<file path="src/rtl/bmg_pkg.sv">
// Shared types, constants and helper functions of the Gaussian noise generator.
package bmg_pkg;

    // Field widths of the request and the result.
    localparam int SIGMA_W  = 20;
    localparam int SAMPLE_W = 25;
    localparam int KW       = 53;

    // Generator reset value and arithmetic constants.
    localparam logic [63:0] SEED_RESET  = 64'h00C0_FFEE_1234_5678;
    localparam logic [52:0] U1_MIN      = 53'd9008;
    localparam logic [24:0] TWO_LN2_Q24 = 25'd23258160;
    localparam logic [30:0] HALF_PI_Q30 = 31'd1686629713;
    localparam logic [32:0] GAIN_Q30    = 33'd652032874;
    localparam logic [37:0] LOG_TOP     = {6'd53, 32'd0};

    // One queued job: request plus the two uniforms drawn for it.
    typedef struct packed {
        logic [SIGMA_W-1:0] sigma;
        logic [KW-1:0]      k1;
        logic [31:0]        phase;
    } job_t;

    // One xorshift64 step with shifts 13, 7 and 17.
    function automatic logic [63:0] xs_next(input logic [63:0] x);
        logic [63:0] a;
        logic [63:0] b;
        a = x ^ (x << 13);
        b = a ^ (a >> 7);
        return b ^ (b << 17);
    endfunction

    // Arctangent of 2^-i in Q30 radians.
    function automatic logic [30:0] atan_q30(input logic [4:0] i);
        logic [30:0] r;
        unique case (i)
            5'd0:    r = 31'd843314857;
            5'd1:    r = 31'd497837829;
            5'd2:    r = 31'd263043837;
            5'd3:    r = 31'd133525159;
            5'd4:    r = 31'd67021687;
            5'd5:    r = 31'd33543516;
            5'd6:    r = 31'd16775851;
            5'd7:    r = 31'd8388437;
            5'd8:    r = 31'd4194283;
            5'd9:    r = 31'd2097149;
            default: r = 31'd1 << (5'd30 - i);
        endcase
        return r;
    endfunction

endpackage

</file>
<file path="src/rtl/bmg_fifo.sv">
// Short queue of jobs between the front and the back part.
module bmg_fifo #(
    parameter int DEPTH = 2
) (
    input  logic          clk,
    input  logic          rst_n,
    input  logic          push,
    input  bmg_pkg::job_t push_data,
    input  logic          pop,
    output bmg_pkg::job_t pop_data,
    output logic          full,
    output logic          empty
);

    localparam int PTR_W = (DEPTH > 1) ? $clog2(DEPTH) : 1;
    localparam int CNT_W = $clog2(DEPTH + 1);

    bmg_pkg::job_t    mem_reg [DEPTH];
    logic [PTR_W-1:0] wr_ptr_reg;
    logic [PTR_W-1:0] rd_ptr_reg;
    logic [CNT_W-1:0] cnt_reg;

    assign full     = (cnt_reg == CNT_W'(DEPTH));
    assign empty    = (cnt_reg == '0);
    assign pop_data = mem_reg[rd_ptr_reg];

    // Pointer and fill count bookkeeping.
    always_ff @(posedge clk or negedge rst_n)
    begin
        if (!rst_n)
        begin
            wr_ptr_reg <= '0;
            rd_ptr_reg <= '0;
            cnt_reg    <= '0;
        end
        else
        begin
            if (push)
            begin
                wr_ptr_reg <= (wr_ptr_reg == PTR_W'(DEPTH - 1)) ? '0 : wr_ptr_reg + 1'b1;
            end
            if (pop)
            begin
                rd_ptr_reg <= (rd_ptr_reg == PTR_W'(DEPTH - 1)) ? '0 : rd_ptr_reg + 1'b1;
            end
            if (push && !pop)
            begin
                cnt_reg <= cnt_reg + 1'b1;
            end
            else if (pop && !push)
            begin
                cnt_reg <= cnt_reg - 1'b1;
            end
        end
    end

    // Entry storage.
    always_ff @(posedge clk)
    begin
        if (push)
        begin
            mem_reg[wr_ptr_reg] <= push_data;
        end
    end

endmodule

</file>
<file path="config.mk">
export PLATFORM = sky130hd
export DESIGN_NAME = bmg_fifo
export DESIGN_NICKNAME = d
export VERILOG_FILES = /design/src/rtl/bmg_pkg.sv /design/src/rtl/bmg_fifo.sv
export SDC_FILE = /design/constraint.sdc
export NUM_CORES = 1
export LEC_CHECK = 0
export ABC_AREA = 1
export BUFFER_PORTS_ARGS = -buffer_cell sky130_fd_sc_hd__buf_2
export CAP_MARGIN = 25
export CORE_MARGIN = 4
export CORE_UTILIZATION = 52
export CTS_CLUSTER_SIZE = 8
export DETAILED_ROUTE_END_ITERATION = 8
export PLACE_DENSITY = 0.87
export SLEW_MARGIN = 20
export SYNTH_ARGS = -nofsm -noshare
export SYNTH_HDL_FRONTEND = slang
export SYNTH_SLANG_ARGS = --single-unit
</file>
<file path="constraint.sdc">
create_clock -name clk -period 7.32 [get_ports clk]
set_clock_uncertainty 0.1 [all_clocks]
set_input_delay 0.732 -clock clk [delete_from_list [all_inputs] [get_ports clk]]
set_output_delay 0.732 -clock clk [all_outputs]
set_load 0.1 [all_outputs]
</file>
Word level (Yosys, flattened, before mapping)

Memory sizes are Yosys's and may differ from the RTL's.
Cells that the tools add are included.

Register bits: 4
Bits in writable memories: 210
Input port bits: 109
Output and inout port bits: 107
Word-level logic and storage cells: 21
Memories: 1

$add $sub $neg: 4
Eq/ne operators: 1
Multiplexer cells: 6
Reduce and logical (&&, ||, !) cells: 6

Memories:

| name    | words | bits a word | read ports | clocked after Yosys merged registers in | wr ports | line           | source |
|---|---|---|---|---|---|---|---|
| mem_reg | 2     | 105         | 1          | 0                                       | 1        | bmg_fifo.sv:18 | `bmg_pkg::job_t mem_reg [DEPTH];` |

Operator list:

| operator              | number |
|---|---|
| $mux W1               | 4 |
| $mux W2               | 2 |
| $add A1 B1 Y1 const B | 2 |
| $add A2 B1 Y2 const B | 1 |
| $eq A2 B2 Y1 const B  | 1 |
| $logic_and A1 B1 Y1   | 2 |
| $logic_not A1 Y1      | 2 |
| $logic_not A2 Y1      | 1 |
| $reduce_bool A2 Y1    | 1 |
| $sub A2 B1 Y2 const B | 1 |

Depth between registers and ports, before layout

Depth in word-level cells: 4
Gate-level depth with buffers: 7
Depth with buffers taken out: 7

Worst setup path after synthesis

OpenSTA, ideal clock, no wires.

Path kind: input-to-reg
From: input port push
To: memory mem_reg[0][0] in the netlist's numbering (enable)
Library setup time: 0.573 ns
Data arrival time: 5.166 ns
Required time: 6.647 ns
Setup slack: 1.481 ns
Stages: 2
Buffers on the path: 0
Path through: inv_1 nor2_1

Cells in the longest elaborated chain, start to end: 2

Ends and longest elaborated chain:

| what                          | line           | source |
|---|---|---|
| start: declaration            | bmg_fifo.sv:7  | `input logic push,` |
| $mux W1                       | bmg_fifo.sv:60 | `if (push)` |
| $mux W1 (not written as such) | bmg_fifo.sv:62 | `mem_reg[wr_ptr_reg] <= push_data;` |
| end: declaration              | bmg_fifo.sv:18 |  |

Every way passes these cells.

==> out/metrics.csv <==
metric,value,unit
wl,15440,µm
synthMuxAreaShare,16.78,%
row_count,44,
slowest_delay,950,ps
largest_register_ffs,210,
slew_headroom,45.38,%
min_period,3816,ps
dp_hpwl,10170,µm
seq_area_frac_synth,80.66,%
syn-num-nets,462,
antenna_found_initial,3,
cts_max_path_buffers,3,
synthSimpleGateAreaFrac,0.5198,%
syn-cell-area,7943,µm²
drive_gt1_share,59.54,%
finalHoldViolations,0,
detail-route-antenna-nets,0,
synth-xor-area-share,0.3308,%
ys_warn_count,0,
slew_violations,0,
synthCells,352,
gr-total-overflow,0,
endpoint_kind,primary output,
ys_seq_elements,214,
vias_per_cell,5.214,
dieArea,17320,µm²
grt_usage,17.53,%
cts_made_buffers,30,
h-tree-depth,1,
cts_tree,done,
rsz0062_at_grt,false,
wl_per_cell,19.59,µm
place_congestion,0.8048,
cap_violations,0,
slowest_stage,dfrtp_4,
cp_cell_sequence,buf_4 -> mux2_2 -> buf_2,
setup_viol,0,
initial_utilization,53.83,%
max_slew.worst_pin.slew,819.3,ps
fmax,262.1,MHz
synth_compound_area_share,0,%
clk_pin_slew,50,ps
die_w,131.6,µm
layout_commonest_cell,buf_2,
cts_root_buffer,clkbuf_16,
grt_pass1_vias,4615,
fin_crit_sh,52.13,%
coreArea,14750,µm²
fin_cells,788,
crit_arrival,2980,ps
outcome,finished clean,
grt_max_degree,61,
die_h,131.6,µm
syn_avg_cell_area,22.56,µm²
startpoint_type,flop,
pin_count,216,
synthAdderAreaFrac,0.1575,%
synth_top_family_by_area,multiplexers,
clock_latency,510,ps
post-route-drc-count,0,
fin_setup_tns,0,ps
critPathKind,flop to primary output,
first_iter_violations,201,
required,6490,ps
final_cell_mix,"215 x buf_2, 210 x edfxtp_1, 65 x mux2_2, 40 x mux2_4, 31 x clkbuf_16",
grt_pass1_wl,24330,µm
yosysUniqueCellTypes,14,
io_buffers,215,
dp_cells,743,
fin_nets,702,
syn_to_final_growth,26.39,%
vias,4109,
cp_max_fo,59,
firstDrtPassIters,4,
cts_sinks,214,
hp-class,primary input to flop,
cts_setup_buffers,0,
==> cell families (layout without fill, tap and decap cells) <==
group         count (synthesis)  count (layout)
mux                         105             105
xor+xnor                      3               3
flops                       214             214
fa+ha+maj                     1               1
simple gates                 10              10
buf+inv                      19             270
other cells                   0               1
==> layout make-up <==
| cell class | count | area (µm²) |
|---|---|---|
| Sequential cell | 214 | 6410 |
| Fill cell | 957 | 4716 |
| Multi-Input combinational cell | 119 | 1420 |
| Tap cell | 184 | 230.2 |
| Timing Repair Buffer | 220 | 1116 |
| Clock buffer | 43 | 830.8 |
| Antenna cell | 1 | 2.502 |
| Inverter | 7 | 28.78 |
==> worst paths after layout <==
kind	start	to	slack, ps	cells past startpoint
setup reg to reg	wr_ptr_reg	mem_reg[1][98]	5040	3
hold reg to reg	cnt_reg[1]	cnt_reg[1]	440	2
min in group asynchronous	rst_n	wr_ptr_reg	450	2
setup / recovery	rd_ptr_reg	pop_data[18]	3500	3
hold / removal	push_data[46]	mem_reg[1][46]	310	1
max in group asynchronous	rst_n	rd_ptr_reg	6530	2
==> synth_stat cells <==
| library cell | n | share of area (%) |
|---|---|---|
| mux2_4 | 40 | 7.6 |
| inv_1 | 7 | 0.33 |
| edfxtp_1 | 210 | 79 |
| nor2_1 | 3 | 0.14 |
| xnor2_1 | 1 | 0.11 |
| mux2_2 | 65 | 9.2 |
| nand4_1 | 1 | 0.079 |
| buf_2 | 6 | 0.38 |
| nand3_1 | 1 | 0.063 |
| ha_1 | 1 | 0.16 |
| xor2_1 | 2 | 0.22 |
| buf_6 | 6 | 0.85 |
| nand2_1 | 5 | 0.24 |
| dfrtp_1 | 4 | 1.3 |
==> repair_timing <==
action / 4_1_cts / 5_1_grt
setup endpoints to repair: 0 / 0
resized for setup: 0 / 0
hold buffers: 1 / 0
endpoints found under the hold margin: 4 / 0
==> routing by layer <==
layer	global-route usage, %	routed length, µm
met4	5.951	347
met1	21.79	6069
met5	0	25
met2	29.03	7571
met3	6.002	1422
==> metrics by stage <==
stage               cell area (µm²)  util [%]  setup slack (ps)  hold slack [ps]
CTS                           10040     68.02              3428            286.4
finish                        10040     68.04              3504            305.5
global route                  10040     68.04              3314            286.0
floorplan                      7943         -              1481            336.4
detailed placement             9195     62.32              3977            429.1
global placement               9195     62.32              4012            381.5
==> critical path: cells and delay by family, from the launching register on <==
kind	cells	cell delay [ps]
flip-flops	1	950
multiplexers	1	310
buffers and inverters	2	1190
Power is left out: the tool's default activity adds up to more than one toggle a clock period on the data nets, which glitch-free logic cannot reach.
