`config.mk`:
```
export PLATFORM = sky130hd
export DESIGN_NAME = bmg_front
export DESIGN_NICKNAME = d
export VERILOG_FILES = /design/src/rtl/bmg_pkg.sv /design/src/rtl/bmg_front.sv
export SDC_FILE = /design/constraint.sdc
export NUM_CORES = 1
export LEC_CHECK = 0
export BUFFER_PORTS_ARGS = -buffer_cell sky130_fd_sc_hd__buf_4
export CAP_MARGIN = 20
export CORE_ASPECT_RATIO = 0.75
export CORE_MARGIN = 5
export CORE_UTILIZATION = 50
export CTS_BUF_LIST = sky130_fd_sc_hd__clkbuf_4 sky130_fd_sc_hd__clkbuf_8
export CTS_CLUSTER_DIAMETER = 80
export CTS_CLUSTER_SIZE = 10
export DETAILED_ROUTE_END_ITERATION = 10
export PLACE_DENSITY = 0.78
export SYNTH_ARGS = -nofsm -noshare
export SYNTH_HDL_FRONTEND = slang
export SYNTH_SLANG_ARGS = --single-unit
```
`constraint.sdc`:
```
create_clock -name clk -period 2.8 [get_ports clk]
set_clock_uncertainty 0.05 [all_clocks]
set_input_delay 0.14 -clock clk [delete_from_list [all_inputs] [get_ports clk]]
set_output_delay 0.14 -clock clk [all_outputs]
set_load 0.05 [all_outputs]
```
`src/rtl/bmg_pkg.sv`:
```
// Shared types, constants and helper functions of the Gaussian noise generator.
package bmg_pkg;

    // Field widths of the request and the result.
    localparam int SIGMA_W  = 20;
    localparam int SAMPLE_W = 25;
    localparam int KW       = 53;

    // Generator reset value and arithmetic constants.
    localparam logic [63:0] SEED_RESET  = 64'h00C0_FFEE_1234_5678;
    localparam logic [52:0] U1_MIN      = 53'd9008;
    localparam logic [24:0] TWO_LN2_Q24 = 25'd23258160;
    localparam logic [30:0] HALF_PI_Q30 = 31'd1686629713;
    localparam logic [32:0] GAIN_Q30    = 33'd652032874;
    localparam logic [37:0] LOG_TOP     = {6'd53, 32'd0};

    // One queued job: request plus the two uniforms drawn for it.
    typedef struct packed {
        logic [SIGMA_W-1:0] sigma;
        logic [KW-1:0]      k1;
        logic [31:0]        phase;
    } job_t;

    // One xorshift64 step with shifts 13, 7 and 17.
    function automatic logic [63:0] xs_next(input logic [63:0] x);
        logic [63:0] a;
        logic [63:0] b;
        a = x ^ (x << 13);
        b = a ^ (a >> 7);
        return b ^ (b << 17);
    endfunction

    // Arctangent of 2^-i in Q30 radians.
    function automatic logic [30:0] atan_q30(input logic [4:0] i);
        logic [30:0] r;
        unique case (i)
            5'd0:    r = 31'd843314857;
            5'd1:    r = 31'd497837829;
            5'd2:    r = 31'd263043837;
            5'd3:    r = 31'd133525159;
            5'd4:    r = 31'd67021687;
            5'd5:    r = 31'd33543516;
            5'd6:    r = 31'd16775851;
            5'd7:    r = 31'd8388437;
            5'd8:    r = 31'd4194283;
            5'd9:    r = 31'd2097149;
            default: r = 31'd1 << (5'd30 - i);
        endcase
        return r;
    endfunction

endpackage

```
`src/rtl/bmg_front.sv`:
```
// Front part: register port, xorshift source and request acceptance.
module bmg_front (
    input  logic                         clk,
    input  logic                         rst_n,
    input  logic                         psel,
    input  logic                         penable,
    input  logic                         pwrite,
    input  logic [3:0]                   paddr,
    input  logic [63:0]                  pwdata,
    output logic [63:0]                  prdata,
    input  logic                         in_valid,
    output logic                         in_ready,
    input  logic [bmg_pkg::SIGMA_W-1:0]  sigma,
    output logic                         q_push,
    output bmg_pkg::job_t                q_job,
    input  logic                         q_full
);

    logic [63:0] seed_reg;
    logic [63:0] state_reg;
    logic [63:0] x1;
    logic [63:0] x2;
    logic        seed_wr;

    assign seed_wr  = psel && penable && pwrite && !paddr[3];
    assign in_ready = !q_full;
    assign q_push   = in_valid && in_ready;
    assign prdata   = paddr[3] ? 64'd0 : seed_reg;

    // Two generator steps per item, and the uniforms taken from them.
    always_comb
    begin
        x1          = bmg_pkg::xs_next(state_reg);
        x2          = bmg_pkg::xs_next(x1);
        q_job.sigma = sigma;
        q_job.k1    = (x1[63:11] < bmg_pkg::U1_MIN) ? bmg_pkg::U1_MIN : x1[63:11];
        q_job.phase = x2[63:32];
    end

    // Seed register and generator state.
    always_ff @(posedge clk or negedge rst_n)
    begin
        if (!rst_n)
        begin
            seed_reg  <= bmg_pkg::SEED_RESET;
            state_reg <= bmg_pkg::SEED_RESET;
        end
        else if (seed_wr)
        begin
            seed_reg  <= pwdata;
            state_reg <= pwdata;
        end
        else if (q_push)
        begin
            state_reg <= x2;
        end
    end

endmodule

```
Word-level counts from Yosys, hierarchy flattened. Cells that the tools add are included.

Word-level logic and storage cells: 20. Register bits after elaboration: 128. Input port bits: 95.

Bitwise logic cells: 6. Reduce and logical (&&, ||, !) cells: 7. Muxes and demuxes: 4. $lt $le $gt $ge: 1.

Operators with widths (count): XOR 64 bit (4); two-way mux 64 bit (3); XOR 64 x 57 -> 64 bit (2); less-than comparator 53 x 14 -> 1 bit (second input constant) (1); two-way mux 53 bit (1); logical AND 1 bit (4); logical NOT 1 bit (2); nonzero test 2 bit (1).

Longest topological paths before layout. Gate-level depths: netlist (run 1).

Word-level depth: 8. Mapped depth: 8.

Worst setup path before layout (run 1). No wires, ideal clock.

Path type: register to output. Start point: reg state_reg[33]. End point: out q_job[36] in the netlist's numbering. Path slack: -2.014 ns. Cell stages (with the launch flop): 8. Data arrival time: 4.624 ns. Cells stage by stage: dfstp_2 clkbuf_1 xnor3_1 xor2_2 xnor2_1 or4b_4 or4_4 o41ai_1.

RTL lines: start, declared (line bmg_front.sv:20) `logic [63:0] state_reg;`; start signal, assigned (line bmg_front.sv:46) `state_reg <= bmg_pkg::SEED_RESET;`; start signal, assigned (line bmg_front.sv:51) `state_reg <= pwdata;`; end, declared (line bmg_front.sv:15) `output bmg_pkg::job_t q_job,`.

==> flow_summary.yaml, run 1 <==
synth:
  post_synthesis_cell_count: 1024
  synthTopCellsByCount: "sky130_fd_sc_hd__nand2_1 (228), sky130_fd_sc_hd__xnor2_1 (202), sky130_fd_sc_hd__xor2_1 (101)"
  synth.distinct_cells: 47
  yosysMostFrequentCell: "sky130_fd_sc_hd__nand2_1"
  netlist.area_leader.share: 0.181
  async_reset_ff_frac: 1.00
  synth_nets: 1119
  yosys.area.top_type: "sky130_fd_sc_hd__xnor2_1"
  ys.flop_type: "sky130_fd_sc_hd__dfrtp_1"
  synth.yosys.seq_area_share: 0.335
  yosysWarningCount: 0
  synthesized_area_um2: 9780
  synth-edff-count: 0
  synthesis.area_per_instance_um2: 9.55
  synth_seq_cells: 128
  synth_top_cells_by_area: "sky130_fd_sc_hd__xnor2_1 (18%), sky130_fd_sc_hd__dfrtp_1 (18%), sky130_fd_sc_hd__dfstp_2 (16%)"
sta:
  finalHoldViolations: 0
  worst_slew_pin_slew_ps: 733
  fmaxAchievable_ghz: 0.258
  drv_slew: 0
  fin_crit_sh: 1.38
  setup_repair_after_global_routing_missed_its_margin: "yes"
  slew-limit-headroom: 0.511
  postLayoutSetupSlackWorst_ps: -1070
  final.min_clock_period_ps: 3870
  finalSetupViolCount: 52
  tns_ps: -24790
  hold_ws_ps: 120
layout:
  fill_cells: 774
  final_cell_area_um2: 17000
  fin_cells: 1794
  nets: 1622
  area_delta_synth_final_pct: 73.4
  drive_gt1_frac: 0.522
floorplanning:
  die_width_um: 171
  placement_rows: 44
  die_footprint_um2: 22500
  io-pin-count: 266
  die_y_um: 131
  coreArea_um2: 19300
  initial_core_util: 0.507
clock_tree:
  cts_root_buf: "sky130_fd_sc_hd__clkbuf_8"
  path_clk_slew_ps: 90
  clock_sink_count: 128
  clk_path_buf_depth: 2
  tritoncts: "yes"
  cts_buffers: 17
  worst_skew_pair.late_latency_ps: 500
  cts_htree_levels: 4
detailed_routing:
  detail_route.drc_violations: 0
  drt.antenna.violating_nets: 0
  drt_first_pass_iters: 6
  route.detailed.vias_per_inst: 5.93
  drt_iter0_drc: 1458
  post_detailed_route_wirelength_per_cell_um: 27.5
  routed_via_count: 10642
  totalWireLength_mm: 49.4
setup_path:
  crit_type: "register to output pin"
  element_type_at_the_critical_path_end: "output pin"
  cp.arrival_ps: 3680
  setup.worst_path.start_class: "register"
  worstPathRequired_ps: 2610
  timing.critical_path.fanout_max: 5
grt:
  total_track_usage: 0.391
  wire_length_of_the_first_global_routing_pass_mm: 65.3
  pin_count_of_the_biggest_net_entering_global_routing: 92
  vias_in_the_first_global_route: 10518
  overflow: 0
  grt_antenna_before_repair: 1
placed_design:
  gp_routability_congestion: 1.04
  dp.cells: 1642
  detailedPlacementHpwl_mm: 30.0
  placed_area_um2: 14000
  port_buffers: 222
run_status:
  run_status: "finished, violations left"
  violated_checks: "negative setup slack"
min_path:
  worstHoldPathType: "input pin to asynchronous set/reset pin"
job:
  maxCapViolations: 0
[cell families after synthesis]
kind of cell           share of synthesized area
buffers and inverters                     0.0490
AO/OA/AOI/OAI                             0.0482
XOR/XNOR                                   0.386
flip-flops                                 0.335
AND/OR/NAND/NOR                            0.160
multiplexers                              0.0215
[worst paths after layout]
kind                                            from                   endpoint  slack, ps  depth (start not counted)
max reg2reg                state_reg[47]$_DFFE_PN1P_  state_reg[57]$_DFFE_PN0P_       -330                         13
max                        state_reg[47]$_DFFE_PN1P_                  q_job[40]      -1070                          7
min reg2reg                 seed_reg[20]$_DFFE_PN1P_   seed_reg[20]$_DFFE_PN1P_        410                          2
min in group clk                           sigma[16]                 q_job[101]        230                          0
max in group asynchronous                      rst_n  state_reg[35]$_DFFE_PN1P_       1690                          3
min                                            rst_n    seed_reg[1]$_DFFE_PN0P_        120                          2
[per-stage QoR]
step	worst slack [ps]	utilization
finish	-1070	0.880
global route	-1090	0.880
CTS	-908	0.846
detailed placement	-633	0.729
global placement	-566	0.729
floorplan	-828	-
[final cells by class]
cell class / instances / area, µm² / area share
Multi-Input combinational cell: 797 / 7890 / 0.466
Timing Repair Buffer: 579 / 5030 / 0.297
Sequential cell: 128 / 3280 / 0.193
Tap cell: 253 / 317 / 0.0187
Clock buffer: 18 / 248 / 0.0146
Clock inverter: 14 / 165 / 0.00974
Inverter: 4 / 15.0 / 0.000886
Antenna cell: 1 / 2.50 / 0.000148
[routing by layer]
layer | vias to the layer above | wire [µm] | track usage
met5 | - | 12 | 0
met2 | 943 | 21600 | 0.584
met3 | 295 | 6750 | 0.138
met4 | 2 | 3540 | 0.187
met1 | 5168 | 17500 | 0.510
li1 | 4234 | - | -
[critical path, cell delays in order, from the launching register on]
cell and delay [ps]:
sky130_fd_sc_hd__dfstp_2 560, sky130_fd_sc_hd__xnor3_2 440, sky130_fd_sc_hd__xnor3_2 320, sky130_fd_sc_hd__xor2_4 190
sky130_fd_sc_hd__or4b_4 550, sky130_fd_sc_hd__or4_4 600, sky130_fd_sc_hd__o41ai_4 310, sky130_fd_sc_hd__buf_6 220
[layout by cell type (no fill, tap or decap), types with 8 or more instances in the layout]
cell type	n
sky130_fd_sc_hd__mux2i_1	19
sky130_fd_sc_hd__xnor2_2	73
sky130_fd_sc_hd__clkbuf_8	18
sky130_fd_sc_hd__xnor3_1	11
sky130_fd_sc_hd__dfrtp_1	69
sky130_fd_sc_hd__xnor2_4	29
sky130_fd_sc_hd__xor2_1	67
sky130_fd_sc_hd__dfstp_2	58
sky130_fd_sc_hd__inv_6	8
sky130_fd_sc_hd__xnor2_1	103
sky130_fd_sc_hd__xor2_4	20
sky130_fd_sc_hd__xor2_2	15
sky130_fd_sc_hd__buf_12	9
sky130_fd_sc_hd__o21ai_0	40
sky130_fd_sc_hd__dlygate4sd3_1	65
sky130_fd_sc_hd__nand2_1	227
sky130_fd_sc_hd__nor2_1	17
sky130_fd_sc_hd__buf_6	89
sky130_fd_sc_hd__buf_8	8
sky130_fd_sc_hd__nor2b_1	64
sky130_fd_sc_hd__buf_4	407
sky130_fd_sc_hd__xnor3_2	23
sky130_fd_sc_hd__nand3_1	18
[what timing repair did]
item                                    CTS  global route
endpoints found under the setup margin   46            55
buffers inserted                         40            22
gates cloned                              1             0
hold buffers                             65             0
gates resized for setup                 155            96
pin swaps                                49            32
hold endpoints to repair                165             0
Power of run 1 is left out: the tool's default activity adds up to more than one toggle a clock period on the data nets, which glitch-free logic cannot reach.
==> run 2: changes to the inputs <==
Settings changed: CORE_UTILIZATION 50 to 55, PLACE_DENSITY 0.78 to 0.81.
Clock period 2.8 ns to 3.6 ns, I/O delays scaled along.
==> run 2 against run 1 <==
  * The flow still finishes with violations (negative setup slack)
  * Non-clock buffer count down 229
  * Sequential share of layout area increased by 5.1 points
  * Sequential cell count unchanged
  * Global-route usage down 5.2 points
  * Via count fell by 21%
  * Die area down 8.5%
  * Core utilization down 12 points
  * Critical path depth unchanged
  * Wire length down 30%
  * Worst setup slack better by 850 ps
  * Register-to-register slack improved by 1100 ps
  * Final area fell by 21%
  * Highest routed layer is now met4
==> flow_summary.yaml, run 2 (same netlist as run 1, synthesis figures left out) <==
layout:
  fill_cells: 1253
  nets: 1393
  area_delta_synth_final_pct: 37.0
  fin_cells: 1553
  final_cell_area_um2: 13400
  most-common-layout-cells: "sky130_fd_sc_hd__buf_4 (268), sky130_fd_sc_hd__nand2_1 (228), sky130_fd_sc_hd__xnor2_1 (176)"
  mostFrequentLayoutCell: "sky130_fd_sc_hd__buf_4"
  drive_gt1_frac: 0.342
  total_area_of_multi_input_combinational_cells_um2: 6560
  antennaDiodeCount: 0
  sequential_cell_area_um2: 3280
run_status:
  run_status: "finished, violations left"
  violated_checks: "negative setup slack"
setup_path:
  setup.worst_path.start_class: "register"
  crit_type: "register to output pin"
  element_type_at_the_critical_path_end: "output pin"
  timing.critical_path.fanout_max: 6
  worstPathRequired_ps: 3370
  regToRegSetupSlack_ps: 760
  cp.arrival_ps: 3590
floorplanning:
  die_footprint_um2: 20600
  placement_rows: 42
  initial_core_util: 0.557
  die_y_um: 125
  die_width_um: 164
  io-pin-count: 266
  coreArea_um2: 17600
min_path:
  worstHoldPathType: "input pin to register"
grt:
  pin_count_of_the_biggest_net_entering_global_routing: 76
  global_route.peak_usage_layer: "met2"
  grt_antenna_before_repair: 0
  overflow: 0
  grt_use_met2: 0.501
  total_track_usage: 0.340
  groute.layer.met1.usage: 0.500
  wire_length_of_the_first_global_routing_pass_mm: 52.6
  grt_met3_usage: 0.102
  vias_in_the_first_global_route: 8711
detailed_routing:
  detail_route.drc_violations: 0
  post_detailed_route_wirelength_per_cell_um: 22.2
  route.detailed.vias_per_inst: 5.42
  drt_iter0_drc: 1038
  drt.antenna.violating_nets: 0
  routed_via_count: 8423
  drt_first_pass_iters: 5
  totalWireLength_mm: 34.5
clock_tree:
  cts_htree_levels: 4
  worst_skew_pair.late_latency_ps: 450
  cts_root_buf: "sky130_fd_sc_hd__clkbuf_8"
  clk_path_buf_depth: 2
  tritoncts: "yes"
  path_clk_slew_ps: 80
  clock_sink_count: 128
  cts_buffers: 17
placed_design:
  detailedPlacementHpwl_mm: 26.3
  dp.cells: 1449
  placed_area_um2: 12200
  port_buffers: 222
  gp_routability_congestion: 1.02
sta:
  tns_ps: -1870
  fmaxAchievable_ghz: 0.261
  setup_repair_after_global_routing_missed_its_margin: "yes"
  worst_slew_pin_slew_ps: 1110
  drv_slew: 0
  finalHoldViolations: 0
  fin_crit_sh: 1.06
  slew-limit-headroom: 0.262
  finalSetupViolCount: 14
  final.min_clock_period_ps: 3820
  postLayoutSetupSlackWorst_ps: -224
job:
  maxCapViolations: 0
==> run 2: cell types whose count changed in the layout (fill, tap and decap cells not counted), moves of 16 or more <==
| cell | change |
|---|---|
| sky130_fd_sc_hd__xnor2_1 | +73 |
| sky130_fd_sc_hd__buf_6 | -73 |
| sky130_fd_sc_hd__xor2_1 | +23 |
| sky130_fd_sc_hd__xnor2_4 | -23 |
| sky130_fd_sc_hd__buf_4 | -139 |
| sky130_fd_sc_hd__xor2_4 | -17 |
| sky130_fd_sc_hd__xnor3_2 | -16 |
| sky130_fd_sc_hd__xnor2_2 | -50 |
| sky130_fd_sc_hd__xnor3_1 | +16 |
==> run 2: timing repair <==
item | in CTS | in global routing
hold buffers | 65 | 0
pin swaps | 2 | 9
endpoints found under the setup margin | 14 | 16
setup buffers | 4 | 2
cloned | 1 | 0
gates resized for setup | 18 | 9
endpoints found under the hold margin | 162 | 0
==> run 2: layout make-up <==
class	instances	area share
clock inverter	12	0.00841
multi-input combinational	797	0.490
tap	242	0.0226
inverter	4	0.00112
clock buffer	20	0.0196
sequential	128	0.245
timing repair buffer	350	0.214
==> run 2: worst max-delay path: stages (launching register included) <==
cell and delay, ps:
sky130_fd_sc_hd__dfstp_2 660, sky130_fd_sc_hd__xnor3_2 320, sky130_fd_sc_hd__xnor3_2 320, sky130_fd_sc_hd__xor2_4 190
sky130_fd_sc_hd__or4b_4 580, sky130_fd_sc_hd__or4_4 530, sky130_fd_sc_hd__o41ai_4 340, sky130_fd_sc_hd__buf_6 210
==> run 2: per-layer routing <==
metal  vias up  share of wire  wire length (µm)
li1       3791              -                 -
met1      4111           0.43             14900
met2       475           0.43             15000
met3        46           0.12              4100
met4         0          0.014               486
met5         -              0                 0
==> run 2: path summary, 6_finish.rpt <==
kind	from	end	cells after the start
max	state_reg[37]$_DFFE_PN1P_	q_job[37]	7
min reg2reg	seed_reg[14]$_DFFE_PN1P_	seed_reg[14]$_DFFE_PN1P_	2
max in group asynchronous	rst_n	seed_reg[54]$_DFFE_PN1P_	3
max reg2reg	state_reg[30]$_DFFE_PN0P_	state_reg[57]$_DFFE_PN0P_	7
min	pwrite	seed_reg[13]$_DFFE_PN0P_	4
min in group asynchronous	rst_n	seed_reg[22]$_DFFE_PN0P_	2
==> run 2: per-stage QoR <==
stage | hold WS [ps] | utilization | setup WS (ps)
CTS | 249 | 0.759 | -206
floorplan | -166 | - | 5.17
finish | 269 | 0.763 | -224
detailed placement | 310 | 0.694 | 194
global placement | 310 | 0.694 | 216
global route | 265 | 0.763 | -282
Power of run 2 is left out for the same reason.
==> run 3: changes to the inputs <==
Settings changed: CTS_CLUSTER_DIAMETER 80 to not set, SKIP_LAST_GASP set to 1.
==> run 3 against run 2 <==
  * The run still ends with negative setup slack left
  * Global-route usage fell by 0.084 points
  * Critical path depth unchanged
  * Hold slack lost 4.8 ps
  * Sequential cell count did not move
  * Largest cell class unchanged
  * Highest routed layer unchanged
==> flow_summary.yaml, run 3 (same netlist as run 1, synthesis figures left out) <==
floorplanning:
  die_width_um: 164
  coreArea_um2: 17600
  io-pin-count: 266
  initial_core_util: 0.557
  die_footprint_um2: 20600
  die_y_um: 125
  placement_rows: 42
detailed_routing:
  drt_first_pass_iters: 5
  drt.antenna.violating_nets: 0
  routed_via_count: 8491
  route.detailed.vias_per_inst: 5.47
  post_detailed_route_wirelength_per_cell_um: 22.3
  drt_iter0_drc: 1017
  totalWireLength_mm: 34.6
  detail_route.drc_violations: 0
grt:
  total_track_usage: 0.339
  grt_antenna_before_repair: 0
  pin_count_of_the_biggest_net_entering_global_routing: 76
  wire_length_of_the_first_global_routing_pass_mm: 52.4
  vias_in_the_first_global_route: 8685
  overflow: 0
clock_tree:
  clk_path_buf_depth: 2
  cts_root_buf: "sky130_fd_sc_hd__clkbuf_8"
  cts_htree_levels: 4
  worst_skew_pair.late_latency_ps: 450
  cts_buffers: 17
  clock_sink_count: 128
  tritoncts: "yes"
  path_clk_slew_ps: 80
sta:
  hold_ws_ps: 264
  finalSetupViolCount: 14
  final.min_clock_period_ps: 3820
  slew-limit-headroom: 0.258
  fmaxAchievable_ghz: 0.262
  worst_slew_pin_slew_ps: 1110
  setup_repair_after_global_routing_missed_its_margin: "yes"
  postLayoutSetupSlackWorst_ps: -223
  fin_crit_sh: 1.06
  drv_slew: 0
  finalHoldViolations: 0
placed_design:
  gp_routability_congestion: 1.02
  placed_area_um2: 12200
  port_buffers: 222
  pre_cts_slack_ps: 194
  detailedPlacementHpwl_mm: 26.3
setup_path:
  worst_reg2reg_path_depth: 7
  regToRegSetupSlack_ps: 760
  timing.critical_path.fanout_max: 5
  setup.worst_path.start_class: "register"
  worstPathRequired_ps: 3370
  crit_type: "register to output pin"
  cp.arrival_ps: 3590
  reg2reg_from: "state_reg[30]$_DFFE_PN0P_"
  element_type_at_the_critical_path_end: "output pin"
  crit-reg2reg-capture: "state_reg[57]$_DFFE_PN0P_"
layout:
  post-route-util: 0.763
  mostFrequentLayoutCell: "sky130_fd_sc_hd__buf_4"
  antennaDiodeCount: 0
  fill_cells: 1250
  sequential_cell_area_um2: 3280
  most-common-layout-cells: "sky130_fd_sc_hd__buf_4 (269), sky130_fd_sc_hd__nand2_1 (228), sky130_fd_sc_hd__xnor2_1 (176)"
  nets: 1393
  total_area_of_multi_input_combinational_cells_um2: 6560
  final_cell_area_um2: 13400
  area_delta_synth_final_pct: 37.0
  drive_gt1_frac: 0.342
min_path:
  worstHoldPathType: "input pin to register"
  hold_critical_path_endpoint: "seed_reg[13]$_DFFE_PN0P_"
  worstHoldStart: "pwrite"
  hold_depth: 4
run_status:
  run_status: "finished, violations left"
  violated_checks: "negative setup slack"
job:
  maxCapViolations: 0
[run 3: cell counts in the layout (fill, tap and decap cells not counted)]
No cell type changed its count.
[run 3: routing by layer]
| layer | wire length, µm | up-vias | global-route usage | part of all wire |
|---|---|---|---|---|
| met5 | 0 | - | 0 | 0 |
| met4 | 454 | 0 | 0.0690 | 0.013 |
| met3 | 4110 | 44 | 0.102 | 0.12 |
| met1 | 15000 | 4183 | 0.499 | 0.43 |
| li1 | - | 3796 | - | - |
| met2 | 15100 | 468 | 0.499 | 0.44 |
[run 3: through the flow]
stage,TNS (ps),instances
floorplan,0,1024
global placement,0,1449
detailed placement,0,1449
CTS,-856,1551
global route,-3030,1553
finish,-2000,1553
[run 3: how the worst max path moves through the flow]
stage	from	endpoint	slack, ps	cells after the start
after floorplan	state_reg[44]$_DFFE_PN1P_	q_job[36]	5	6
after global placement	state_reg[47]$_DFFE_PN1P_	q_job[36]	220	7
after detailed placement	state_reg[47]$_DFFE_PN1P_	q_job[37]	190	7
after CTS	state_reg[47]$_DFFE_PN1P_	q_job[37]	-210	7
after global routing	state_reg[47]$_DFFE_PN1P_	q_job[37]	-280	7
final	state_reg[47]$_DFFE_PN1P_	q_job[37]	-220	7
[run 3: worst max-delay path, stage by stage (launching register included)]
cell and delay [ps]:
sky130_fd_sc_hd__dfstp_2 540, sky130_fd_sc_hd__xnor3_2 440, sky130_fd_sc_hd__xnor3_2 320, sky130_fd_sc_hd__xor2_4 190
sky130_fd_sc_hd__or4b_4 580, sky130_fd_sc_hd__or4_4 530, sky130_fd_sc_hd__o41ai_4 340, sky130_fd_sc_hd__buf_6 210
[run 3: final cells by class]
type | count | area share
well taps | 242 | 0.0226
repair buffers | 350 | 0.213
multi-input cells | 797 | 0.490
flip-flops and latches | 128 | 0.245
inverters | 4 | 0.00112
clock inverters | 12 | 0.00841
clock buffers | 20 | 0.0196
[run 3: repair_timing]
action                                  CTS  global route
resized for setup                        17             9
hold buffers                             65             0
buffers inserted                          4             2
pin swaps                                 2             8
gates cloned                              1             0
hold endpoints to repair                162             0
endpoints found under the setup margin   14            16
Power of run 3 is left out for the same reason.
